===== config.mk =====
export PLATFORM = sky130hd
export DESIGN_NAME = mm_mac
export DESIGN_NICKNAME = d
export VERILOG_FILES = /design/src/rtl/core/matrix_multiply_defines.svh /design/src/rtl/core/mm_pkg.sv /design/src/rtl/core/mm_mac.sv
export SDC_FILE = /design/constraint.sdc
export NUM_CORES = 1
export LEC_CHECK = 0
export ABC_CLOCK_PERIOD_IN_PS = 5250
export BUFFER_PORTS_ARGS = -buffer_cell sky130_fd_sc_hd__buf_2
export CORE_MARGIN = 2
export CORE_UTILIZATION = 40
export DETAILED_ROUTE_END_ITERATION = 8
export HOLD_SLACK_MARGIN = 0.06
export PLACE_DENSITY = 0.63
export SYNTH_ARGS = -nofsm -noshare
export SYNTH_HDL_FRONTEND = slang
export SYNTH_SLANG_ARGS = --single-unit
export TNS_END_PERCENT = 100

===== constraint.sdc =====
create_clock -name clk_i -period 5.25 [get_ports clk_i]
set_clock_uncertainty 0.05 [all_clocks]
set_input_delay 0.525 -clock clk_i [delete_from_list [all_inputs] [get_ports clk_i]]
set_output_delay 0.525 -clock clk_i [all_outputs]
set_load 0.1 [all_outputs]

===== src/rtl/core/matrix_multiply_defines.svh =====
// Assertion macros for the matrix multiplier
`ifndef MATRIX_MULTIPLY_DEFINES_SVH
`define MATRIX_MULTIPLY_DEFINES_SVH
`ifndef SYNTHESIS
`define MM_ASSERT_IMPL(lbl, clk, rstn, ante, cons) \
  lbl: assert property (@(posedge clk) disable iff (!rstn) (ante) |-> (cons)) \
    else $error("matrix multiplier check failed");
`define MM_ASSERT_NEXT(lbl, clk, rstn, ante, cons) \
  lbl: assert property (@(posedge clk) disable iff (!rstn) (ante) |=> (cons)) \
    else $error("matrix multiplier check failed");
`else
`define MM_ASSERT_IMPL(lbl, clk, rstn, ante, cons)
`define MM_ASSERT_NEXT(lbl, clk, rstn, ante, cons)
`endif
`endif


===== src/rtl/core/mm_pkg.sv =====
// Shared types and constants of the matrix multiplier
package mm_pkg;

  localparam int ROW_BITS     = 3;
  localparam int COL_BITS     = 3;
  localparam int VAL_BITS     = 35;
  localparam int DIM_BITS     = 4;
  localparam int CFG_IDX_BITS = 2;

  localparam logic [DIM_BITS-1:0] RESET_DIM = 4'd4;

  localparam logic [CFG_IDX_BITS-1:0] CFG_A_ROWS    = 2'd0;
  localparam logic [CFG_IDX_BITS-1:0] CFG_INNER_DIM = 2'd1;
  localparam logic [CFG_IDX_BITS-1:0] CFG_B_COLS    = 2'd2;

  localparam logic FUNC_LOAD_A = 1'b0;
  localparam logic FUNC_LOAD_B = 1'b1;

  typedef struct packed {
    logic issue;
    logic first;
    logic last;
  } mac_ctrl_t;

endpackage


===== src/rtl/core/mm_mac.sv =====
// Shared multiply-accumulate unit: multiply stage then accumulate stage
module mm_mac import mm_pkg::*; #(
  parameter int ELEM_BITS = 16
) (
  input  logic                        clk_i,
  input  logic                        rst_ni,
  input  mac_ctrl_t                   ctrl_i,
  input  logic signed [ELEM_BITS-1:0] a_i,
  input  logic signed [ELEM_BITS-1:0] b_i,
  output logic                        done_o,
  output logic signed [VAL_BITS-1:0]  acc_o
);

  mac_ctrl_t                     ctrl1_q, ctrl2_q;
  logic                          done_q;
  logic signed [2*ELEM_BITS-1:0] prod_d, prod_q;
  logic signed [VAL_BITS-1:0]    acc_d, acc_q;

  // store read data lines up with ctrl1
  always_ff @(posedge clk_i or negedge rst_ni) begin
    if (!rst_ni) begin
      ctrl1_q <= '0;
      ctrl2_q <= '0;
      done_q  <= 1'b0;
    end else begin
      ctrl1_q <= ctrl_i;
      ctrl2_q <= ctrl1_q;
      done_q  <= ctrl2_q.issue && ctrl2_q.last;
    end
  end

  assign prod_d = a_i * b_i;

  always_comb begin
    acc_d = acc_q;
    if (ctrl2_q.issue) begin
      if (ctrl2_q.first) begin
        acc_d = VAL_BITS'(prod_q);
      end else begin
        acc_d = acc_q + VAL_BITS'(prod_q);
      end
    end
  end

  always_ff @(posedge clk_i) begin
    if (ctrl1_q.issue) begin
      prod_q <= prod_d;
    end
    acc_q <= acc_d;
  end

  assign done_o = done_q;
  assign acc_o  = acc_q;

endmodule


==> flow_summary.yaml <==
outcome:
  status: "complete, but fails checks"
  violations: "setup timing"
timing:
  maxSlewHeadroom_pct: 29.5
  tns_ns: -3.52
  setup_ws_ns: -0.411
  period_share_pct: 108
  worstMarginPinSlew_ns: 1.06
  fmax_mhz: 177
  rsz0062_at_grt: "yes"
  hold_viol: 0
  setup_viol: 15
  slew_viol_final: 0
  final.min_clock_period_ns: 5.66
route:
  viasPerCell: 4.78
  drc_errors: 0
  drt_iter0_markers: 466
  ant_nets: 0
  wire_per_inst_um: 15.0
  vias: 10209
  routed_wl_um: 32000
  drt_pass1_iterations: 5
setup_path:
  critPathLaunchType: "input port"
  worst-endpoint-arrival_ns: 5.68
  required_ns: 5.27
  crit_fanout: 6
  crit_type: "in -> reg"
  cp-end-kind: "flip-flop"
grt:
  grt_antenna_before_repair: 0
  grt_max_degree: 66
  grt_pass1_wl_um: 54300
  grt_pass1_vias: 10995
  grt_usage_pct: 18.3
  overflow: 0
clock_network:
  cts-root-buf: "clkbuf_16"
  cts_tree: "built"
  clock_latency_ns: 0.33
  clock_path_buffers: 2
  numCtsBuffers: 9
  cts_max_level: 3
  path_clk_slew_ns: 0.06
  numClockSinks: 74
synth:
  syn-cell-area_um2: 14000
  synth_warnings: 0
  synth_edf_count: 67
  ys_seq_area_share_pct: 15.6
  synth_area_leader_cell: "fa_1"
  syn_inst: 1460
  synth_top_area_share_pct: 37.5
  ys_types: 59
  yosysMostFrequentCell: "inv_1"
  async_reset_ff_share_pct: 9.46
  syn-num-nets: 1876
  synth_flop_cell: "edfxtp_1"
  synth_seq_cells: 74
  avgSynthCellArea_um2: 9.61
  yosys-top-cells-count: "316 x inv_1, 263 x fa_1, 172 x nand2_1"
  synthTopCellsByArea: "fa_1 38%, edfxtp_1 14%, ha_1 10%, inv_1 8.5%, and2_1 5.5%"
floorplanning:
  die_h_um: 191
  row_count: 68
  fp.dieArea_um2: 36600
  io_pins: 73
  initial_core_util_pct: 40.6
  die_w_um: 191
  core_area_um2: 34500
placement:
  gp_congestion: 0.841
  portBuffers: 72
  place_ws_ns: -0.989
  dpl.hpwl_um: 27200
flow_run:
  max-cap-violations: 0
layout:
  syn_to_final_growth_pct: 23.1
  drive_gt1_share_pct: 23.8
  fillCellCount: 3206
  n_antenna_cell: 0
  finalNetCount: 2094
min_path:
  hold_class: "in -> reg"
-- path summary, 6_finish.rpt --
| kind | start | endpoint | slack (ns) | cells after the start |
|---|---|---|---|---|
| hold / removal | ctrl_i[0] | ctrl1_q[0] | 0.26 | 1 |
| min in group asynchronous | rst_ni | ctrl2_q[0] | 0.50 | 2 |
| setup / recovery | b_i[4] | prod_q[31] | -0.41 | 21 |
| max in group asynchronous | rst_ni | ctrl2_q[1] | 4.48 | 2 |
| setup reg to reg | acc_o[0] | acc_o[34] | 2.00 | 12 |
| hold reg to reg | ctrl1_q[0] | ctrl2_q[0] | 0.30 | 0 |
-- critical path: stages --
cell and delay (ns):
buf_12 0.11, and2_4 0.15, fa_1 0.55, inv_2 0.04
fa_1 0.47, fa_1 0.54, inv_2 0.05, fa_1 0.45
fa_1 0.51, inv_2 0.04, fa_1 0.48, inv_2 0.05
ha_4 0.26, o21a_1 0.12, o21ai_2 0.06, a2111o_1 0.41
o211ai_1 0.29, a311oi_2 0.19, a21oi_1 0.18, nor2_1 0.07
xnor2_1 0.14
-- layer usage --
metal / track usage, % / share of wire, % / routed length, um / vias up
met4: 2.81 / 0.76 / 243 / 0
li1: - / - / - / 4973
met3: 1.78 / 4.4 / 1410 / 21
met2: 30.1 / 46 / 14600 / 184
met1: 26.7 / 49 / 15700 / 5031
met5: 0 / 0 / 0 / -
-- cells by family after synthesis --
family                   Yosys count  synth area share, %
multiplexers                       4                0.303
XOR/XNOR                          62                 3.87
AO/OA/AOI/OAI                    200                 9.42
buffers and inverters            359                 9.65
flip-flops                        74                 15.6
adder cells (fa/ha/maj)          379                 47.9
AND/OR/NAND/NOR                  382                 13.3
-- metrics by stage --
step | std cells | util (%) | hold WS (ns) | cell area, um2
finish | 2138 | 50.0 | 0.255 | 17300
global route | 2138 | 50.0 | 0.239 | 17300
CTS | 2131 | 48.8 | 0.237 | 16900
detailed placement | 2109 | 47.1 | 0.295 | 16300
global placement | 2109 | 47.1 | 0.287 | 16300
floorplan | 1460 | - | 0.179 | 14400
-- registers in the layout, summed over array words and instances, names as in the netlist --
| name | cells |
|---|---|
| prod_q | 32 |
| ctrl1_q | 3 |
| done_o | 1 |
| ctrl2_q | 3 |
| acc_o | 35 |
-- cell usage in the layout (no fill, tap or decap), types with 14 or more instances in the layout --
cell and count:
a21o_1 26, ha_1 101, and2_1 109, xor2_1 19, fa_1 248, and2_4 14
nor2_1 24, buf_2 48, buf_4 164, inv_2 29, o21ai_0 35, a21oi_1 34
nand2_1 163, buf_6 17, fa_2 15, o21ai_1 15, inv_1 285, xnor2_1 42
edfxtp_1 67
-- timing repair --
action                                  CTS  global route
gates cloned                              1             0
gates resized for setup                  66           117
endpoints found under the hold margin     7             0
hold buffers                              1             0
pin swaps                                53            67
endpoints found under the setup margin   19            19
setup buffers                             4             8
-- area by class of cell --
class	count	area (um2)	share of cell area [%]
clock buffers	11	233	1.35
clock inverters	5	78.8	0.456
inverters	317	1200	6.92
multi-input cells	1027	11000	63.6
flip-flops and latches	74	2190	12.7
well taps	455	569	3.29
repair buffers	249	2030	11.7
Power is left out: the tool's default activity adds up to more than one toggle a clock period on the data nets, which glitch-free logic cannot reach.
