==> src/rtl/core/matrix_multiply_defines.svh <==
// Assertion macros for the matrix multiplier
`ifndef MATRIX_MULTIPLY_DEFINES_SVH
`define MATRIX_MULTIPLY_DEFINES_SVH
`ifndef SYNTHESIS
`define MM_ASSERT_IMPL(lbl, clk, rstn, ante, cons) \
  lbl: assert property (@(posedge clk) disable iff (!rstn) (ante) |-> (cons)) \
    else $error("matrix multiplier check failed");
`define MM_ASSERT_NEXT(lbl, clk, rstn, ante, cons) \
  lbl: assert property (@(posedge clk) disable iff (!rstn) (ante) |=> (cons)) \
    else $error("matrix multiplier check failed");
`else
`define MM_ASSERT_IMPL(lbl, clk, rstn, ante, cons)
`define MM_ASSERT_NEXT(lbl, clk, rstn, ante, cons)
`endif
`endif

==> src/rtl/core/mm_mem.sv <==
// Single write port, single registered read port element store
module mm_mem #(
  parameter int DEPTH = 64,
  parameter int WIDTH = 16,
  parameter int AW    = 6
) (
  input  logic             clk_i,
  input  logic             we_i,
  input  logic [AW-1:0]    waddr_i,
  input  logic [WIDTH-1:0] wdata_i,
  input  logic [AW-1:0]    raddr_i,
  output logic [WIDTH-1:0] rdata_o
);

  logic [WIDTH-1:0] mem_q [DEPTH];
  logic [WIDTH-1:0] rdata_q;

  always_ff @(posedge clk_i) begin
    if (we_i) begin
      mem_q[waddr_i] <= wdata_i;
    end
    rdata_q <= mem_q[raddr_i];
  end

  assign rdata_o = rdata_q;

endmodule

==> config.mk <==
export PLATFORM = sky130hd
export DESIGN_NAME = mm_mem
export DESIGN_NICKNAME = d
export VERILOG_FILES = /design/src/rtl/core/matrix_multiply_defines.svh /design/src/rtl/core/mm_mem.sv
export SDC_FILE = /design/constraint.sdc
export NUM_CORES = 1
export LEC_CHECK = 0
export BUFFER_PORTS_ARGS = -buffer_cell sky130_fd_sc_hd__buf_2
export CORE_ASPECT_RATIO = 0.7
export CORE_MARGIN = 1.5
export CORE_UTILIZATION = 40
export DETAILED_ROUTE_END_ITERATION = 7
export GPL_ROUTABILITY_DRIVEN = 0
export PLACE_DENSITY = 0.64
export SETUP_SLACK_MARGIN = 0.2
export SLEW_MARGIN = 20
export SYNTH_ARGS = -nofsm -noshare
export SYNTH_HDL_FRONTEND = slang
export SYNTH_SLANG_ARGS = --single-unit
==> constraint.sdc <==
create_clock -name clk_i -period 5.85 [get_ports clk_i]
set_input_delay 0.2925 -clock clk_i [delete_from_list [all_inputs] [get_ports clk_i]]
set_output_delay 0.2925 -clock clk_i [all_outputs]
set_load 0.1 [all_outputs]
==> results.cfg, run 1 <==
[detailed_routing]
drt-pass1-iter-count = 6
wl_met2_mm = 42.3
wl_met3_mm = 11.3
finalWirelength_mm = 100
route.detailed.drc = 0
wl_met1_mm = 44.6
ant_nets = 0
drt-wirelength-per-cell_um = 29.8
drt_iter0_markers = 2971
drt-vias-per-instance = 5.83
vias = 19593
top_layer_used = met5

[sta]
min_period_ns = 2.94
slew-limit-headroom_pct = 23.7
whs_ns = 0.185
hold_viol = 0
max_slew.worst_pin.slew_ns = 1.14
rsz0062_at_grt = no
tns_ns = 0
slew_violations = 0
max_freq_ghz = 0.341
final.period_utilization_pct = 50.2
fin_skew_ns = 0.0204
finalSetupViolCount = 0

[logic_synthesis]
synth-edff-count = 1024
ys.flop_type = edfxtp_1
ys_seq_elements = 1040
ys_types = 43
syn_avg_cell_area_um2 = 21.9
synthArstFlopShare_pct = 0
yosysWarnings = 0
syn_area_um2 = 40000
synth-seq-area-share_pct = 77.6
syn-num-nets = 1859
syn_inst = 1829

[setup_path]
r2r_slack_ns = 3.48
r2r_start = mem_q[61][3]
cp_num_buf_inv = 3
worstPathMaxFanout = 62
critPathSlowestCell = buf_4
endpoint = rdata_o[12]
crit_cells = 7
cp-startpoint = raddr_i[0]
crit_top_cell = buf_4
worstPathCellList = buf_8 -> buf_4 -> buf_4 -> mux4_2 -> a22oi_1 -> nand3_1 -> and4_1
max_stage_delay_ns = 0.55
cp.required_ns = 6.40
startpoint_type = input pin
rr_worst_depth = 4
timing.rr.end = rdata_o[3]
criticalPathCategory = in -> reg
critical_path.top_delay_family = buffers and inverters
crit_path_end_kind = flip-flop
cp_data_arrival_time_ns = 3.48

[cts]
cts_tree = yes
clk_pin_slew_worst_paths_ns = 0.06
numCtsBuffers = 93
clk-insertion-delay-late_ns = 0.66
postCtsHoldBufs = 0
ctsResizeCount = 0
cts_num_sinks = 1040
cts_root_buf = clkbuf_16
cts_buffer_depth = 3
post_cts_buffers = 0
htree_levels = 3

[global_routing]
gr-total-overflow = 0
grt_pass1_vias = 19058
grt_pass1_wl_mm = 143
grt_max_degree = 109
grt_usage_pct = 19.7
antenna_found_initial = 10

[layout]
multiInputGateArea_um2 = 8280
nNetsFinal = 1991
stdcell_area_um2 = 44900
fill_cells = 8073
drive_above_1_share_pct = 26.1
ff_latch_area_um2 = 31100
area_growth_pct = 12.1

[power]
peakVddDrop_v = 0.000255
leakage_nw = 14.1
power_mw = 15.1
p_per_area_nw_per_um2 = 336

[placed_design]
portBuffers = 45
dp_hpwl_mm = 59.3
dpl_cell_area_um2 = 42000

[floorplanning]
die_h_um = 268
floorplan.initialDensity_pct = 40.6
dieArea_um2 = 102000
ios = 46
coreArea_um2 = 98600
die_width_um = 381
fp-row-count = 96

[flow_run]
maxCapViolations = 0

[status]
status = finished clean

[min_path]
hold_class = in -> reg
[stage by stage]
step           instances  setup WS (ns)  util, %
2_1_floorplan       1829           3.52        -
3_3_place_gp        3187           2.31     42.6
3_5_place_dp        3189           2.28     42.6
4_1_cts             3359           2.98     45.5
5_1_grt             3359           2.70     45.5
6_report            3360           2.91     45.5
[metal layers]
layer | vias to the layer above | global-route usage, %
li1 | 7924 | -
met4 | 4 | 4.52
met2 | 1042 | 27.1
met1 | 10496 | 31.1
met5 | - | 0
met3 | 127 | 5.22
[report_power, final]
part / switching, mW / internal, mW
Combinational: 0.634 / 0.267
Sequential: 0.0356 / 8.25
Clock: 2.64 / 3.25
[worst register-to-register path, delay by kind of cell, from the launching register on]
family / cells / cell delay, ns
compound gates: 2 / 1.02
mux: 2 / 0.83
flops: 1 / 0.37
[cells by family after synthesis]
kind of cell	count (synthesis)	synth area share [%]
and+or+nand+nor	220	2.65
buffers and inverters	104	1.83
DFF	1040	77.6
muxes	336	15.5
AOI/OAI and AO/OA	129	2.41
[flip-flops by register name (all words and copies together), names as in the netlist]
name	count
mem_q	1024
rdata_o	16
[synthesized netlist by cell type (4+ instances only)]
master	count	area share, %
dfxtp_1	16	0.80
a311oi_1	8	0.17
a41oi_1	5	0.11
buf_12	5	0.25
a221o_1	6	0.15
nand3_1	24	0.30
a21oi_1	17	0.21
and4_1	5	0.11
nand2_1	59	0.55
buf_4	13	0.24
a211o_1	8	0.17
mux2_2	27	0.76
o21ai_0	5	0.062
mux4_2	220	12
a211oi_1	8	0.15
nand4_1	12	0.19
nor2b_1	30	0.47
clkbuf_1	24	0.22
a221oi_1	16	0.35
a31oi_1	8	0.12
a22o_1	6	0.13
buf_2	36	0.45
mux2i_1	85	2.1
a22oi_1	39	0.73
mux4_1	4	0.26
nor2_1	72	0.67
buf_6	17	0.48
edfxtp_1	1024	77
[cell usage in the layout (no fill, tap or decap), types with 8 or more instances in the layout]
cell	count
a211o_1	8
a211oi_1	8
a21oi_1	17
a221oi_1	16
a22oi_1	39
a311oi_1	8
a31oi_1	8
buf_2	42
buf_4	91
clkbuf_1	23
clkbuf_16	95
clkinv_1	21
clkinv_2	18
dfxtp_1	16
edfxtp_1	1024
mux2_2	27
mux2i_1	85
mux4_2	220
nand2_1	59
nand3_1	24
nand4_1	12
nor2_1	65
nor2_2	9
nor2b_1	29
[layout make-up]
class,instances,share of cell area (%)
clock inverters,52,0.911
diodes,1,0.00557
repair buffers,141,2.28
well taps,1323,3.69
flip-flops and latches,1040,69.2
clock buffers,118,5.49
multi-input cells,685,18.4
[worst min path at each step]
stage / from / end / slack [ns] / depth (start not counted)
2_1_floorplan: wdata_i[0] / mem_q[0][0] / 0.39 / 0
3_3_place_gp: raddr_i[4] / rdata_o[8] / 0.84 / 3
3_5_place_dp: raddr_i[4] / rdata_o[8] / 0.83 / 3
4_1_cts: raddr_i[4] / rdata_o[8] / 0.12 / 3
5_1_grt: raddr_i[4] / rdata_o[7] / 0.17 / 3
6_report: raddr_i[4] / rdata_o[8] / 0.19 / 3
No activity file was read; power rests on OpenSTA's default activity.
==> run 2, diff against run 1 <==
--- a/config.mk
+++ b/config.mk
@@ -5,13 +5,14 @@
 export SDC_FILE = /design/constraint.sdc
 export NUM_CORES = 1
 export LEC_CHECK = 0
+export ABC_AREA = 1
 export BUFFER_PORTS_ARGS = -buffer_cell sky130_fd_sc_hd__buf_2
 export CORE_ASPECT_RATIO = 0.7
 export CORE_MARGIN = 1.5
 export CORE_UTILIZATION = 40
 export DETAILED_ROUTE_END_ITERATION = 7
 export GPL_ROUTABILITY_DRIVEN = 0
-export PLACE_DENSITY = 0.64
+export PLACE_DENSITY = 0.66
 export SETUP_SLACK_MARGIN = 0.2
 export SLEW_MARGIN = 20
 export SYNTH_ARGS = -nofsm -noshare
==> constraint.sdc (replaced) <==
create_clock -name clk_i -period 2.62 [get_ports clk_i]
set_input_delay 0.131 -clock clk_i [delete_from_list [all_inputs] [get_ports clk_i]]
set_output_delay 0.131 -clock clk_i [all_outputs]
set_load 0.1 [all_outputs]
==> run 2 against run 1 <==
  * Design area up 5.5%
  * Critical path depth down 6
  * Clock skew up 0.0073 ns
  * Sequential power up 120%
  * Worst setup slack worse by 2.2 ns
  * Combinational power rose to 2.8 times the previous value
  * Via count up 41%
  * Sequential share of layout area down 3.6 points
  * Routed wire length up 15%
  * Hold slack worse by 0.16 ns
  * Critical path type is now reg -> out
  * Highest routed layer unchanged
==> results.cfg, run 2 <==
[cts]
clk-insertion-delay-late_ns = 0.69
cts_tree = yes
clk_pin_slew_worst_paths_ns = 0.07
ctsResizeCount = 0
cts_num_sinks = 1040
numCtsBuffers = 92
cts_root_buf = clkbuf_16
htree_levels = 3
cts_buffer_depth = 3

[setup_path]
startpoint_type = flip-flop
crit_cells = 1
worstPathMaxFanout = 1
max_stage_delay_ns = 0.60
critPathSlowestCell = dfxtp_1
timing.rr.end = rdata_o[1]
criticalPathCategory = reg -> out
rr_worst_depth = 8
worstPathCellList = buf_2
r2r_slack_ns = 0.88
r2r_start = mem_q[63][1]
cp.required_ns = 2.49
cp-startpoint = rdata_o[0]
endpoint = rdata_o[0]
cp_num_buf_inv = 1
critical_path.top_delay_family = flip-flops
crit_path_end_kind = output pin
cp_data_arrival_time_ns = 1.79

[min_path]
hold_path_depth = 1
hold_class = in -> reg

[layout]
largest_register = mem_q
area_growth_pct = 12.5
largest_register_ffs = 1024
nNetsFinal = 3638
drive_above_1_share_pct = 9.68
fill_cells = 9321
final_cell_mix = nand2_1, edfxtp_1, nand3_1
layout_commonest_cell = nand2_1

[floorplanning]
coreArea_um2 = 104000
dieArea_um2 = 107000
ios = 46
floorplan.initialDensity_pct = 40.4
die_h_um = 274
die_width_um = 391
fp-row-count = 99

[logic_synthesis]
synth_top_area_share_pct = 73.0
synthArstFlopShare_pct = 0
synth-edff-count = 1024
yosysWarnings = 0
ys.flop_type = edfxtp_1
synth-seq-area-share_pct = 73.8
synth_commonest_cells = nand2_1, edfxtp_1, nand3_1, buf_2, nor2_1
syn-num-nets = 3547
yosys.area.top_type = edfxtp_1
syn_area_um2 = 42100
ys_types = 16
synth.most_common_cell = nand2_1
syn_inst = 3517
synth_area_leaders = edfxtp_1, nand2_1, nand3_1
ys_seq_elements = 1040
syn_avg_cell_area_um2 = 12.0

[detailed_routing]
drt_iter0_markers = 3680
route.detailed.drc = 0
drt-pass1-iter-count = 6
ant_nets = 0
drt-wirelength-per-cell_um = 22.7
drt-vias-per-instance = 5.43
vias = 27664
finalWirelength_mm = 115

[sta]
fin_skew_ns = 0.0277
min_period_ns = 1.92
slew_violations = 0
hold_viol = 0
slew-limit-headroom_pct = 37.7
finalSetupViolCount = 0
final.period_utilization_pct = 73.4
max_slew.worst_pin.slew_ns = 0.935
worst_slack_ns = 0.697
max_freq_ghz = 0.520
rsz0062_at_grt = no

[power]
power_mw = 34.2
power.internal_mw = 26.2
pwr-share-comb_pct = 7.5
p_per_area_nw_per_um2 = 723
peakVddDrop_v = 0.000517
p_seq_share_pct = 54.0
p_switching_mw = 8.03
switching_share_pct = 23.5
p_clk_share_pct = 38.5
leakage_nw = 17.0

[flow_run]
maxCapViolations = 0

[placed_design]
preCtsSetupSlack_ns = 0.343
portBuffers = 45
dp_hpwl_mm = 69.4

[global_routing]
gr-total-overflow = 0
grt_usage_pct = 21.4
antenna_found_initial = 6
grt_max_degree = 114
grt_pass1_wl_mm = 170
grt_pass1_vias = 25506

[status]
status = finished clean
## run 2: cell count changes in the layout (fill, tap and decap cells not counted), sizes merged, moves of 12 or more
cell    before   now
nand2       60  1296
nand3       24   871
mux4       224     0
mux2i       85     0
buf        140   215
a22oi       39     0
nor2b       30     0
mux2        27     0
nor2        74    56
a21oi       17     0
a221oi      16     0
inv          6    18
## run 2: kinds of logic (layout without fill, tap and decap cells)
family | after synthesis | in the layout | synth area share (%)
simple gates | 2240 | 2240 | 22.7
buf+inv | 237 | 399 | 3.54
other cells | 0 | 2 | 0
flops | 1040 | 1040 | 73.8
## run 2: worst min-delay path by stage
stage	startpoint	endpoint	slack (ns)
4_1_cts	wdata_i[1]	mem_q[57][1]	0.02
5_1_grt	wdata_i[1]	mem_q[57][1]	0.06
2_1_floorplan	wdata_i[0]	mem_q[0][0]	0.23
3_5_place_dp	wdata_i[4]	mem_q[62][4]	0.62
3_3_place_gp	wdata_i[4]	mem_q[63][4]	0.62
6_report	wdata_i[1]	mem_q[57][1]	0.03
## run 2: power by group through the flow
stage | Combinational [mW] | Sequential [mW] | Clock (mW)
final | 2.56 | 18.5 | 13.2
after global routing | 2.75 | 18.5 | 13.9
after CTS | 2.52 | 18.5 | 13.3
after detailed placement | 2.51 | 18.8 | 0
after global placement | 2.48 | 18.8 | 0
after floorplan | 1.23 | 19.0 | 0
## run 2: per-stage QoR
stage	instances	hold slack, ns	setup TNS [ns]	instance area, um^2	utilization [%]
detailed placement	4921	0.615	0	44500	42.6
floorplan	3517	0.230	-8.33	42100	-
global placement	4921	0.615	0	44500	42.6
global route	5093	0.0628	0	47400	45.4
finish	5095	0.0300	0	47400	45.4
CTS	5093	0.0248	0	47400	45.4
## run 2: what timing repair did
action / in CTS / in global routing
hold buffers: 7 / 0
setup buffers: 0 / 0
endpoints found under the hold margin: 153 / 0
setup endpoints to repair: 0 / 0
## run 2: layout make-up
cell class	count	area [um^2]	area share (%)
diodes	2	5.00	0.0106
flip-flops and latches	1040	31100	65.6
well taps	1414	1770	3.73
inverters	12	71.3	0.151
clock buffers	119	2450	5.18
clock inverters	46	393	0.829
repair buffers	222	2010	4.24
multi-input cells	2240	9610	20.3
## run 2: layer usage
layer,GRT usage [%],routed length (um)
met2,28.7,46500
met5,0,57
met4,5.76,2690
met1,32.8,50700
met3,7.12,15500
