`src/rtl/core/matrix_multiply_defines.svh`:
```
// Assertion macros for the matrix multiplier
`ifndef MATRIX_MULTIPLY_DEFINES_SVH
`define MATRIX_MULTIPLY_DEFINES_SVH
`ifndef SYNTHESIS
`define MM_ASSERT_IMPL(lbl, clk, rstn, ante, cons) \
  lbl: assert property (@(posedge clk) disable iff (!rstn) (ante) |-> (cons)) \
    else $error("matrix multiplier check failed");
`define MM_ASSERT_NEXT(lbl, clk, rstn, ante, cons) \
  lbl: assert property (@(posedge clk) disable iff (!rstn) (ante) |=> (cons)) \
    else $error("matrix multiplier check failed");
`else
`define MM_ASSERT_IMPL(lbl, clk, rstn, ante, cons)
`define MM_ASSERT_NEXT(lbl, clk, rstn, ante, cons)
`endif
`endif

```
`src/rtl/core/mm_pkg.sv`:
```
// Shared types and constants of the matrix multiplier
package mm_pkg;

  localparam int ROW_BITS     = 3;
  localparam int COL_BITS     = 3;
  localparam int VAL_BITS     = 35;
  localparam int DIM_BITS     = 4;
  localparam int CFG_IDX_BITS = 2;

  localparam logic [DIM_BITS-1:0] RESET_DIM = 4'd4;

  localparam logic [CFG_IDX_BITS-1:0] CFG_A_ROWS    = 2'd0;
  localparam logic [CFG_IDX_BITS-1:0] CFG_INNER_DIM = 2'd1;
  localparam logic [CFG_IDX_BITS-1:0] CFG_B_COLS    = 2'd2;

  localparam logic FUNC_LOAD_A = 1'b0;
  localparam logic FUNC_LOAD_B = 1'b1;

  typedef struct packed {
    logic issue;
    logic first;
    logic last;
  } mac_ctrl_t;

endpackage

```
`src/rtl/core/mm_seq.sv`:
```
// Sequencer: configuration, load counters and the row/column/inner walk
`include "matrix_multiply_defines.svh"

module mm_seq import mm_pkg::*; #(
  parameter int MAX_DIM = 8,
  parameter int DEPTH   = 64,
  parameter int AW      = 6
) (
  input  logic                    clk_i,
  input  logic                    rst_ni,
  input  logic                    cfg_we_i,
  input  logic [CFG_IDX_BITS-1:0] cfg_idx_i,
  input  logic [DIM_BITS-1:0]     cfg_data_i,
  input  logic                    in_valid_i,
  output logic                    in_ready_o,
  input  logic                    in_func_i,
  output logic                    a_we_o,
  output logic                    b_we_o,
  output logic [AW-1:0]           waddr_o,
  output logic [AW-1:0]           a_raddr_o,
  output logic [AW-1:0]           b_raddr_o,
  output mac_ctrl_t               ctrl_o,
  input  logic                    mac_done_i,
  output logic                    out_valid_o,
  input  logic                    out_ready_i,
  output logic [ROW_BITS-1:0]     out_row_o,
  output logic [COL_BITS-1:0]     out_col_o,
  output logic                    out_last_o
);

  localparam int DIM_W = $clog2(MAX_DIM + 1);
  localparam int IDX_W = (MAX_DIM > 1) ? $clog2(MAX_DIM) : 1;
  localparam int CNT_W = $clog2(DEPTH + 1);

  typedef enum logic [3:0] {
    ST_LOAD  = 4'b0001,
    ST_ISSUE = 4'b0010,
    ST_DRAIN = 4'b0100,
    ST_EMIT  = 4'b1000
  } state_e;

  function automatic logic [DIM_W-1:0] eff_dim(input logic [DIM_BITS-1:0] v);
    if (v == '0) begin
      return DIM_W'(1);
    end else if (int'(v) > MAX_DIM) begin
      return DIM_W'(MAX_DIM);
    end else begin
      return DIM_W'(v);
    end
  endfunction

  state_e              state_d, state_q;
  logic [DIM_BITS-1:0] rows_cfg_q, inner_cfg_q, cols_cfg_q;
  logic [CNT_W-1:0]    a_cnt_d, a_cnt_q, b_cnt_d, b_cnt_q;
  logic [IDX_W-1:0]    r_d, r_q, c_d, c_q, k_d, k_q;
  logic [AW-1:0]       a_base_d, a_base_q, a_addr_d, a_addr_q, b_addr_d, b_addr_q;
  logic [DIM_W-1:0]    rows, inner, cols;
  logic [CNT_W-1:0]    a_total, b_total;
  logic [IDX_W-1:0]    r_end, c_end, k_end;
  logic [AW-1:0]       next_base;
  logic                accept, a_we, b_we, row_end, col_end;

  assign rows    = eff_dim(rows_cfg_q);
  assign inner   = eff_dim(inner_cfg_q);
  assign cols    = eff_dim(cols_cfg_q);
  assign a_total = CNT_W'(rows) * CNT_W'(inner);
  assign b_total = CNT_W'(inner) * CNT_W'(cols);
  assign r_end   = IDX_W'(rows - DIM_W'(1));
  assign c_end   = IDX_W'(cols - DIM_W'(1));
  assign k_end   = IDX_W'(inner - DIM_W'(1));
  assign row_end = (r_q == r_end);
  assign col_end = (c_q == c_end);

  assign next_base = a_base_q + AW'(inner);

  assign in_ready_o = (state_q == ST_LOAD);
  assign accept     = in_valid_i && in_ready_o;
  assign a_we       = accept && (in_func_i == FUNC_LOAD_A) && (a_cnt_q < a_total);
  assign b_we       = accept && (in_func_i == FUNC_LOAD_B) && (b_cnt_q < b_total);
  assign a_we_o     = a_we;
  assign b_we_o     = b_we;
  assign waddr_o    = (in_func_i == FUNC_LOAD_A) ? a_cnt_q[AW-1:0] : b_cnt_q[AW-1:0];

  assign a_raddr_o    = a_addr_q;
  assign b_raddr_o    = b_addr_q;
  assign ctrl_o.issue = (state_q == ST_ISSUE);
  assign ctrl_o.first = (k_q == '0);
  assign ctrl_o.last  = (k_q == k_end);

  assign out_valid_o = (state_q == ST_EMIT);
  assign out_row_o   = ROW_BITS'(r_q);
  assign out_col_o   = COL_BITS'(c_q);
  assign out_last_o  = row_end && col_end;

  always_comb begin
    state_d  = state_q;
    a_cnt_d  = a_cnt_q + CNT_W'(a_we);
    b_cnt_d  = b_cnt_q + CNT_W'(b_we);
    r_d      = r_q;
    c_d      = c_q;
    k_d      = k_q;
    a_base_d = a_base_q;
    a_addr_d = a_addr_q;
    b_addr_d = b_addr_q;
    case (state_q)
      ST_LOAD: begin
        if (accept && (a_cnt_d >= a_total) && (b_cnt_d >= b_total)) begin
          state_d  = ST_ISSUE;
          r_d      = '0;
          c_d      = '0;
          k_d      = '0;
          a_base_d = '0;
          a_addr_d = '0;
          b_addr_d = '0;
        end
      end
      ST_ISSUE: begin
        k_d      = k_q + IDX_W'(1);
        a_addr_d = a_addr_q + AW'(1);
        b_addr_d = b_addr_q + AW'(cols);
        if (k_q == k_end) begin
          state_d = ST_DRAIN;
        end
      end
      ST_DRAIN: begin
        if (mac_done_i) begin
          state_d = ST_EMIT;
        end
      end
      ST_EMIT: begin
        if (out_ready_i) begin
          k_d = '0;
          if (col_end && row_end) begin
            state_d = ST_LOAD;
            a_cnt_d = '0;
            b_cnt_d = '0;
          end else if (col_end) begin
            state_d  = ST_ISSUE;
            r_d      = r_q + IDX_W'(1);
            c_d      = '0;
            a_base_d = next_base;
            a_addr_d = next_base;
            b_addr_d = '0;
          end else begin
            state_d  = ST_ISSUE;
            c_d      = c_q + IDX_W'(1);
            a_addr_d = a_base_q;
            b_addr_d = AW'(c_q + IDX_W'(1));
          end
        end
      end
      default: begin
        state_d = ST_LOAD;
      end
    endcase
  end

  always_ff @(posedge clk_i or negedge rst_ni) begin
    if (!rst_ni) begin
      state_q     <= ST_LOAD;
      rows_cfg_q  <= RESET_DIM;
      inner_cfg_q <= RESET_DIM;
      cols_cfg_q  <= RESET_DIM;
      a_cnt_q     <= '0;
      b_cnt_q     <= '0;
      r_q         <= '0;
      c_q         <= '0;
      k_q         <= '0;
      a_base_q    <= '0;
      a_addr_q    <= '0;
      b_addr_q    <= '0;
    end else begin
      state_q  <= state_d;
      a_cnt_q  <= a_cnt_d;
      b_cnt_q  <= b_cnt_d;
      r_q      <= r_d;
      c_q      <= c_d;
      k_q      <= k_d;
      a_base_q <= a_base_d;
      a_addr_q <= a_addr_d;
      b_addr_q <= b_addr_d;
      if (cfg_we_i) begin
        case (cfg_idx_i)
          CFG_A_ROWS:    rows_cfg_q  <= cfg_data_i;
          CFG_INNER_DIM: inner_cfg_q <= cfg_data_i;
          CFG_B_COLS:    cols_cfg_q  <= cfg_data_i;
          default: begin
          end
        endcase
      end
    end
  end

  `MM_ASSERT_IMPL(a_mac_done_in_drain, clk_i, rst_ni, mac_done_i, state_q == ST_DRAIN)
  `MM_ASSERT_IMPL(a_k_in_range, clk_i, rst_ni, state_q == ST_ISSUE, k_q <= k_end)
  `MM_ASSERT_NEXT(a_last_clears, clk_i, rst_ni, out_valid_o && out_ready_i && out_last_o, state_q == ST_LOAD && a_cnt_q == '0 && b_cnt_q == '0)
  `MM_ASSERT_NEXT(a_emit_holds, clk_i, rst_ni, out_valid_o && !out_ready_i, state_q == ST_EMIT && $stable(r_q) && $stable(c_q))

endmodule

```
`config.mk`:
```
export PLATFORM = sky130hd
export DESIGN_NAME = mm_seq
export DESIGN_NICKNAME = d
export VERILOG_FILES = /design/src/rtl/core/mm_pkg.sv /design/src/rtl/core/mm_seq.sv
export VERILOG_INCLUDE_DIRS = /design/src /design/src/rtl/core
export SDC_FILE = /design/constraint.sdc
export NUM_CORES = 1
export LEC_CHECK = 0
export ABC_AREA = 1
export BUFFER_PORTS_ARGS = -buffer_cell sky130_fd_sc_hd__buf_2
export CAP_MARGIN = 20
export CORE_MARGIN = 10
export CORE_UTILIZATION = 45
export DETAILED_ROUTE_END_ITERATION = 10
export PLACE_DENSITY = 0.66
export SLEW_MARGIN = 25
export SYNTH_ARGS = -nofsm -noshare
export SYNTH_HDL_FRONTEND = slang
export SYNTH_SLANG_ARGS = --single-unit
```
`constraint.sdc`:
```
create_clock -name clk_i -period 12.71 [get_ports clk_i]
set_clock_uncertainty 0.15 [all_clocks]
set_input_delay 0 -clock clk_i [delete_from_list [all_inputs] [get_ports clk_i]]
set_output_delay 0 -clock clk_i [all_outputs]
set_load 0.005 [all_outputs]
```
==> impl_metrics.ini, run 1 <==
[yosys]
syn_nets = 774
yosysUniqueCellTypes = 37
synth-seq-cells = 57
synthCells = 691
ys.flop_type = dfrtp_1
yosys.area.top_type = dfrtp_1
synth_top_area_share_pct = 26.26
synthesis.area_sq_mm = 0.005051
synth.most_common_cell = nand2_1
yosysWarnings = 0
ys_seq_area_share_pct = 28.34
synth_edf_count = 0
yosys-top-cells-count = 195 x nand2_1, 102 x inv_1, 60 x ha_1
syn_area_per_cell_sq_um = 7.310
synthTopCellsByArea = dfrtp_1 26%, ha_1 15%, nand2_1 14%
ys_async_sr_fraction_pct = 100.0

[critical_path]
slowest_stage = fa_1
cp_max_fo = 21
crit_required_ns = 12.79
max_stage_delay_ns = 0.54
start_kind = flip-flop
crit_path_frequent_cell = nand2_1
critPathKind = reg -> reg
crit_arrival_ns = 6.84
endpoint_kind = flip-flop

[status]
status = complete, no violations

[global_routing]
grt_overflow_total = 0
grt_pass1_vias = 4548
track_usage_pct = 15.91
grt_first_pass_wirelength_mm = 21.19
grt_max_degree = 58
antenna_found_initial = 0

[drt]
wl_per_cell_um = 13.84
vias = 4513
post-route-drc-count = 0
routed_via_density = 5.059
dr.pass1.iters = 4
wirelength_mm = 12.34
drt-initial-drc-count = 226
ant_nets = 0

[placed_design]
dp_hpwl_mm = 9.627
gp_congestion = 0.8618
io_buffers = 44

[floorplan]
start_util_pct = 46.19
coreArea_sq_mm = 0.01094
die_area_sq_mm = 0.01586
die_y_um = 125.9
pin_count = 45
die_w_um = 125.9
rows = 38

[timing]
tns_ns = 0
final-hold-violation-count = 0
fin_crit_ns = 6.769
setup-violations-final = 0
max_slew_margin_pct = 38.93
slew_violations = 0
grt_setup_unrepaired = no
tightest_slew_ns = 0.9111
period_share_pct = 53.26
max_freq_ghz = 0.1477

[power_and_ir_drop]
power.leakage_nw = 3.278
ir_drop_mv = 0.09162
power_mw = 0.9953
powerDensity_mw_per_mm2 = 170.4

[layout]
fin_nets = 830
fill_cells = 1048
syn_to_final_growth_pct = 15.61
diodes = 0
final_layout_size_suffix_gt1_share_pct = 13.43

[clocking]
cts_made_buffers = 9
cts_tree = built
cts_resized = 0
clock_path_buffers = 2
cts_sinks = 57
clock-root-buffer = clkbuf_16
insertion_delay_ns = 0.35
path_clk_slew_ns = 0.05
htreeDepth = 3

[flow_run]
cap_viol_max_count = 0

[hold_path]
hold_path_class = in -> reg
[sequential cells by signal, indices dropped and copies added, names as in the netlist, 4 cells and up]
register	cells
a_cnt_q	7
b_cnt_q	7
a_base_q	6
a_raddr_o	6
b_raddr_o	6
cols_cfg_q	4
inner_cfg_q	4
rows_cfg_q	4
state_q	4
[cell type report]
class	instances	area, sq um	area share, %
multi-input combinational	509	3099	53.07
sequential	57	1431	24.51
inverter	110	412.9	7.071
timing repair buffer	60	375.4	6.428
clock buffer	11	242.7	4.157
tap	140	175.2	3.000
clock inverter	5	102.6	1.757
[repair_timing]
item | 4_1_cts | 5_1_grt
setup endpoints to repair | 0 | 0
hold endpoints to repair | 70 | 0
hold buffers | 14 | 0
buffers inserted | 0 | 0
[power breakdown]
group	switching (mW)	internal, mW
combinational	0.297	0.161
clock	0.0869	0.196
sequential	0.0366	0.217
total	0.420	0.575
[worst max-delay path: cells and delay by family, from the launching register on]
family | cells | cell delay (ns)
simple gates | 13 | 1.74
buf+inv | 5 | 0.55
fa+ha+maj | 7 | 2.58
compound gates | 5 | 0.76
flops | 1 | 0.45
xor+xnor | 2 | 0.43
[logic make-up after synthesis]
group	after synthesis	synth area share (%)
compound gates	64	7.481
xor+xnor	27	4.682
fa+ha+maj	70	18.83
buf+inv	125	10.30
flops	57	28.34
mux	1	0.2229
simple gates	347	30.15
[stage by stage]
stage / util [%] / instance area [sq um] / std cells / hold WS (ns) / worst slack [ns]
3_5_place_dp: 48.96 / 5354 / 862 / 0.04878 / 5.925
5_1_grt: 53.40 / 5839 / 892 / 0.1960 / 5.292
6_report: 53.40 / 5839 / 892 / 0.1386 / 5.941
4_1_cts: 53.40 / 5839 / 892 / 0.1311 / 5.883
2_1_floorplan: - / 5051 / 691 / -0.4456 / 6.760
3_3_place_gp: 48.96 / 5354 / 862 / 0.04538 / 6.267
[layer usage]
metal	global-route usage [%]	up-vias	share of wire (%)
met5	0	-	0
met4	5.626	0	1.5
met3	4.362	16	5.0
met2	26.38	93	47
met1	19.36	2094	46
li1	-	2310	-
[cells in the final DEF (no fill, tap or decap), types with 2 or more instances in the layout]
cell | synthesis | final
a21oi_1 | 19 | 19
buf_2 | 7 | 44
buf_4 | 2 | 2
bufinv_16 | 0 | 3
clkbuf_16 | 0 | 9
dfrtp_1 | 53 | 53
dfstp_2 | 4 | 4
dlygate4sd3_1 | 0 | 14
fa_1 | 10 | 10
ha_1 | 60 | 60
inv_1 | 102 | 102
inv_2 | 7 | 7
nand2_1 | 195 | 195
nand2_2 | 3 | 3
nand2_4 | 2 | 2
nand3_1 | 48 | 48
nand3_2 | 3 | 3
nand3b_1 | 6 | 6
nand4_1 | 17 | 17
nor2_1 | 58 | 58
nor2_2 | 3 | 3
nor3_1 | 4 | 4
nor3_2 | 2 | 2
o21ai_0 | 30 | 30
o21ai_2 | 9 | 9
o21bai_1 | 3 | 3
or2_2 | 4 | 4
xnor2_1 | 9 | 9
xor2_1 | 18 | 18
[worst paths after layout]
| check | start | end | slack, ns | depth (start not counted) |
|---|---|---|---|---|
| min in group asynchronous | rst_ni | a_cnt_q[2]$_DFF_PN0_ | 0.20 | 3 |
| worst min register to register | rows_cfg_q[0]$_DFFE_PN0P_ | rows_cfg_q[0]$_DFFE_PN0P_ | 0.33 | 2 |
| worst min-delay path | in_valid_i | state_q[0]$_DFFE_PN1P_ | 0.14 | 6 |
| worst max register to register | inner_cfg_q[3]$_DFFE_PN0P_ | a_raddr_o[5]$_DFFE_PN0P_ | 5.94 | 32 |
| worst max-delay path | inner_cfg_q[3]$_DFFE_PN0P_ | a_raddr_o[5]$_DFFE_PN0P_ | 5.94 | 32 |
| max in group asynchronous | rst_ni | k_q[1]$_DFFE_PN0P_ | 11.69 | 3 |
Note: power is estimated with default switching activity, not from simulation.
==> run 2, diff against run 1 <==
Settings changed: PLACE_DENSITY 0.66 to 0.68.
Clock period 12.71 ns to 5.58 ns, I/O delays scaled along.
==> run 2 against run 1 <==
Against the previous run: the flow now finishes with violations (setup timing); critical path depth did not move; sequential power up 130%; flip-flop and latch count is the same; non-clock buffer count increased by 53; first-iteration DRC count up 16%; worst hold slack got worse by 0.13 ns; final cell count is 6.1% higher; wire length grew 8.3%; setup slack worse by 6.2 ns; register-to-register slack worse by 6.2 ns; clock power increased by 140%; critical endpoint is now a_raddr_o[4]$_DFFE_PN0P_; largest cell class unchanged; highest routed layer unchanged.
==> impl_metrics.ini, run 2 (synthesis gave the netlist of run 1 again) <==
[flow_run]
cap_viol_max_count = 0

[global_routing]
grt_max_degree = 58
grt_pass1_vias = 4850
track_usage_pct = 16.80
grt_overflow_total = 0
antenna_found_initial = 0
grt_first_pass_wirelength_mm = 22.53

[layout]
diodes = 0
top_regs = a_cnt_q: 7 flops, b_cnt_q: 7 flops
fin_area_sq_mm = 0.006471
fill_cells = 989
mostFrequentLayoutCells = 181 x nand2_1, 95 x inv_1, 58 x nor2_1
finalNonFillerCells = 946
multiInputGateArea_sq_mm = 0.003291
final_common_cell = nand2_1
syn_to_final_growth_pct = 28.12
final_layout_size_suffix_gt1_share_pct = 24.94
seq_area_sq_mm = 0.001431
fin_nets = 884

[timing]
fin_crit_ns = 5.884
slew_violations = 0
setup-violations-final = 31
tightest_slew_ns = 0.9586
tns_ns = -7.907
max_slew_margin_pct = 35.75
final-hold-violation-count = 0
worst_slack_ns = -0.3037
max_freq_ghz = 0.1700
period_share_pct = 105.4
grt_setup_unrepaired = yes

[critical_path]
path_buf_inv = 4
crit_path_frequent_cell = a21oi_2
crit_arrival_ns = 5.95
max_stage_delay_ns = 0.52
endpoint_kind = flip-flop
critPathKind = reg -> reg
cp_max_fo = 7
rr_startpoint = inner_cfg_q[1]$_DFFE_PN0P_
start_kind = flip-flop
cpLargestDelayFamily = adder cells
startpoint = inner_cfg_q[1]$_DFFE_PN0P_
crit_required_ns = 5.65
slowest_stage = fa_1

[clocking]
path_clk_slew_ns = 0.05
clock-root-buffer = clkbuf_16
cts_tree = built
clock_path_buffers = 2
cts_made_buffers = 9
cts_sinks = 57
insertion_delay_ns = 0.34
htreeDepth = 3

[drt]
vias = 4837
post-route-drc-count = 0
routed_via_density = 5.113
dr.pass1.iters = 5
wl_per_cell_um = 14.13
drt-initial-drc-count = 263
ant_nets = 0
wirelength_mm = 13.36

[placed_design]
dpl_cell_area_sq_mm = 0.005695
dp_hpwl_mm = 9.839
gp_congestion = 0.8801
io_buffers = 44
pre_cts_slack_ns = -0.3172
placed_cells = 902

[floorplan]
pin_count = 45
die_area_sq_mm = 0.01586
rows = 38
die_w_um = 125.9
coreArea_sq_mm = 0.01094
die_y_um = 125.9
start_util_pct = 46.19

[hold_path]
min-delay-start = cfg_idx_i[0]
hold_path_class = in -> reg

[power_and_ir_drop]
ir_drop_mv = 0.2143
powerDensity_mw_per_mm2 = 400.2
power.leakage_nw = 3.569
power_mw = 2.589

[status]
status = finished with violations
violations = setup timing
run 2: cell types whose count changed in the layout (fill, tap and decap cells not counted), sizes merged:
| cell | delta |
|---|---|
| buf | +55 |
| dlygate4sd3 | -3 |
| clkbuf | +2 |
| clkinv | -1 |
| nand3 | +1 |
run 2: through the flow:
stage | util, % | hold slack, ns
CTS | 57.69 | 0.003161
detailed placement | 52.08 | 0.06118
global placement | 52.08 | 0.04703
floorplan | - | -0.4456
finish | 59.18 | 0.005804
global route | 59.18 | 0.04628
run 2: timing repair:
action	in CTS	in global routing
buffers inserted	11	4
pin swaps	5	20
endpoints found under the hold margin	67	0
gates cloned	0	2
setup endpoints to repair	31	31
resized for setup	14	23
hold buffers	11	0
run 2: layer usage:
layer / track usage, % / routed length, um / share of wire, %
met5: 0 / 0 / 0
met4: 5.090 / 227 / 1.7
met3: 3.314 / 492 / 3.7
met2: 30.26 / 6719 / 50
met1: 19.56 / 5923 / 44
run 2: worst min-delay path, delay by kind of cell:
kind                   cells  cell delay (ns)
buffers and inverters      2             0.13
AND/OR/NAND/NOR            1             0.19
AO/OA/AOI/OAI              1             0.11
run 2: final timing paths:
| kind | endpoint | slack [ns] | cells after the start |
|---|---|---|---|
| setup reg to reg | a_raddr_o[4]$_DFFE_PN0P_ | -0.30 | 32 |
| min in group asynchronous | a_cnt_q[2]$_DFF_PN0_ | 0.18 | 3 |
| max in group asynchronous | cols_cfg_q[3]$_DFFE_PN0P_ | 4.53 | 3 |
| hold reg to reg | rows_cfg_q[0]$_DFFE_PN0P_ | 0.33 | 2 |
| hold / removal | cols_cfg_q[0]$_DFFE_PN0P_ | 0.006 | 4 |
| setup / recovery | a_raddr_o[4]$_DFFE_PN0P_ | -0.30 | 32 |
run 2: cell type report:
| class | count | area share, % |
|---|---|---|
| Clock buffer | 12 | 4.118 |
| Clock inverter | 4 | 1.508 |
| Inverter | 110 | 6.419 |
| Multi-Input combinational cell | 510 | 50.85 |
| Sequential cell | 57 | 22.12 |
| Tap cell | 140 | 2.707 |
| Timing Repair Buffer | 113 | 12.28 |
run 2: power by group:
group          internal, mW  total [mW]  switching [mW]  leakage, nW
logic                 0.536        1.33           0.792         2.64
clock network         0.473       0.678           0.206        0.175
registers             0.495       0.583          0.0886        0.749
total                  1.50        2.59            1.09         3.57
==> run 3, diff against run 2 <==
Settings changed: PLACE_DENSITY 0.68 to 0.65.
==> run 3 against run 2 <==
Against the previous run: the flow still finishes with violations (setup timing); count of clock-buffer cells in the layout is 2 higher; flip-flop and latch count unchanged; total power down 7.8%; clock power down 23%; register-to-register slack gained 0.08 ns; final cell count grew 0.42%; combinational power fell by 4%; setup slack improved by 0.083 ns; largest power group unchanged.
==> impl_metrics.ini, run 3 (synthesis gave the netlist of run 1 again) <==
[drt]
post-route-drc-count = 0
ant_nets = 0
vias = 4764
drt-initial-drc-count = 270
wl_per_cell_um = 13.49
wl_met1_mm = 5.803
maxUsedRoutingLayer = met4
met3_wirelength_um = 561
dr.pass1.iters = 4
met2_length_mm = 6.304
wirelength_mm = 12.82
routed_via_density = 5.015

[power_and_ir_drop]
ir_drop_mv = 0.2375
power.leakage_nw = 3.547
powerDensity_mw_per_mm2 = 375.4
power_mw = 2.388

[layout]
syn_to_final_growth_pct = 25.94
mostFrequentLayoutCells = 184 x nand2_1, 95 x inv_1, 58 x ha_1
fin_nets = 888
top_regs = a_cnt_q: 7 flops, b_cnt_q: 7 flops
diodes = 0
fill_cells = 1043
final_common_cell = nand2_1
final_core_util_pct = 58.17
final_layout_size_suffix_gt1_share_pct = 23.09

[global_routing]
antenna_found_initial = 0
grt_first_pass_wirelength_mm = 21.80
track_usage_pct = 16.31
grt_pass1_vias = 4666
grt_max_degree = 58
grt_overflow_total = 0

[timing]
worst_slack_ns = -0.2211
period_share_pct = 104.0
max_slew_margin_pct = 30.50
final-hold-violation-count = 0
setup-violations-final = 31
fin_crit_ns = 5.801
max_freq_ghz = 0.1724
slew_violations = 0
grt_setup_unrepaired = yes
tightest_slew_ns = 1.037
hold_ws_ns = 0.01535

[clocking]
cts_sinks = 57
clock-root-buffer = clkbuf_16
path_clk_slew_ns = 0.05
htreeDepth = 3
cts_tree = built
clock_path_buffers = 2
insertion_delay_ns = 0.33
cts_made_buffers = 9

[floorplan]
start_util_pct = 46.19
die_w_um = 125.9
coreArea_sq_mm = 0.01094
die_y_um = 125.9
die_area_sq_mm = 0.01586
rows = 38
pin_count = 45

[placed_design]
io_buffers = 44
gp_congestion = 0.8838
dp_hpwl_mm = 9.937

[critical_path]
critPathKind = reg -> reg
rr_worst_depth = 33
cp-endpoint = b_raddr_o[1]$_DFFE_PN0P_
crit_required_ns = 5.64
crit_arrival_ns = 5.86
slowest_stage = fa_1
max_stage_delay_ns = 0.52
rr_endpoint = b_raddr_o[1]$_DFFE_PN0P_
r2r_slack_ns = -0.22
rr_startpoint = inner_cfg_q[1]$_DFFE_PN0P_
startpoint = inner_cfg_q[1]$_DFFE_PN0P_
crit_path_frequent_cell = nand2_1
start_kind = flip-flop
cp_max_fo = 6
endpoint_kind = flip-flop

[hold_path]
hold_path_class = in -> reg

[flow_run]
cap_viol_max_count = 0

[status]
status = finished with violations
violations = setup timing
-- run 3: cell count changes in the layout (fill, tap and decap cells not counted), moves of 2 or more --
cell           delta
nand2_2           -2
nand2_1           +3
a21oi_2           -5
fa_1              +2
fa_2              -2
nand2_8           -2
ha_1              +2
dlygate4sd3_1     +4
clkbuf_1          +2
bufinv_16         -3
a21oi_1           +4
-- run 3: what timing repair did --
item | in CTS | in global routing
gates resized for setup | 9 | 13
endpoints found under the hold margin | 66 | 0
buffers inserted | 12 | 3
cloned | 1 | 0
hold buffers | 15 | 0
endpoints found under the setup margin | 31 | 31
pin swaps | 4 | 2
-- run 3: metal layers --
layer	track usage (%)	vias up
met5	0	-
met3	3.691	13
met1	20.28	2237
met4	4.889	0
li1	-	2437
met2	27.48	77
-- run 3: worst min path at each step --
| stage | from | end | slack [ns] | depth (start not counted) |
|---|---|---|---|---|
| after floorplan | rst_ni | a_base_q[0]$_DFFE_PN0P_ | -0.45 | 0 |
| after global placement | rst_ni | a_cnt_q[2]$_DFF_PN0_ | 0.05 | 2 |
| after detailed placement | rst_ni | a_cnt_q[1]$_DFF_PN0_ | 0.05 | 2 |
| after CTS | out_ready_i | b_cnt_q[3]$_DFF_PN0_ | 0.01 | 4 |
| after global routing | out_ready_i | a_cnt_q[3]$_DFF_PN0_ | 0.06 | 4 |
| final | out_ready_i | b_cnt_q[3]$_DFF_PN0_ | 0.02 | 4 |
-- run 3: final cells by class --
class | count | area (sq um) | share of cell area (%)
clock buffer | 14 | 274.0 | 4.308
clock inverter | 2 | 12.51 | 0.1967
inverter | 110 | 415.4 | 6.530
multi-input combinational | 510 | 3227 | 50.73
sequential | 57 | 1431 | 22.50
tap | 140 | 175.2 | 2.754
timing repair buffer | 117 | 825.8 | 12.98
-- run 3: worst max-delay path: cells and delay by family (launching register included) --
family	cells	cell delay, ns
AOI/OAI and AO/OA	6	0.82
xor gates and xnor gates	2	0.41
adders and majority gates	7	2.33
buffers and inverters	5	0.35
DFF	1	0.38
and+or+nand+nor	13	1.22
-- run 3: metrics by stage --
step                      instance area [sq um]  setup TNS, ns  instances  setup WS (ns)
after floorplan                            5102        -0.1202        691       -0.01271
after global placement                     5703         -4.197        903        -0.1829
after detailed placement                   5703         -9.473        903        -0.3866
after CTS                                  6300         -3.723        947        -0.1587
after global routing                       6361         -16.11        950        -0.5741
final                                      6361         -5.369        950        -0.2211
-- run 3: power by group --
part | internal [mW] | leakage [nW] | total, mW | switching (mW)
logic | 0.525 | 2.66 | 1.28 | 0.758
registers | 0.495 | 0.749 | 0.581 | 0.0855
clock network | 0.336 | 0.139 | 0.525 | 0.189
total | 1.36 | 3.55 | 2.39 | 1.03
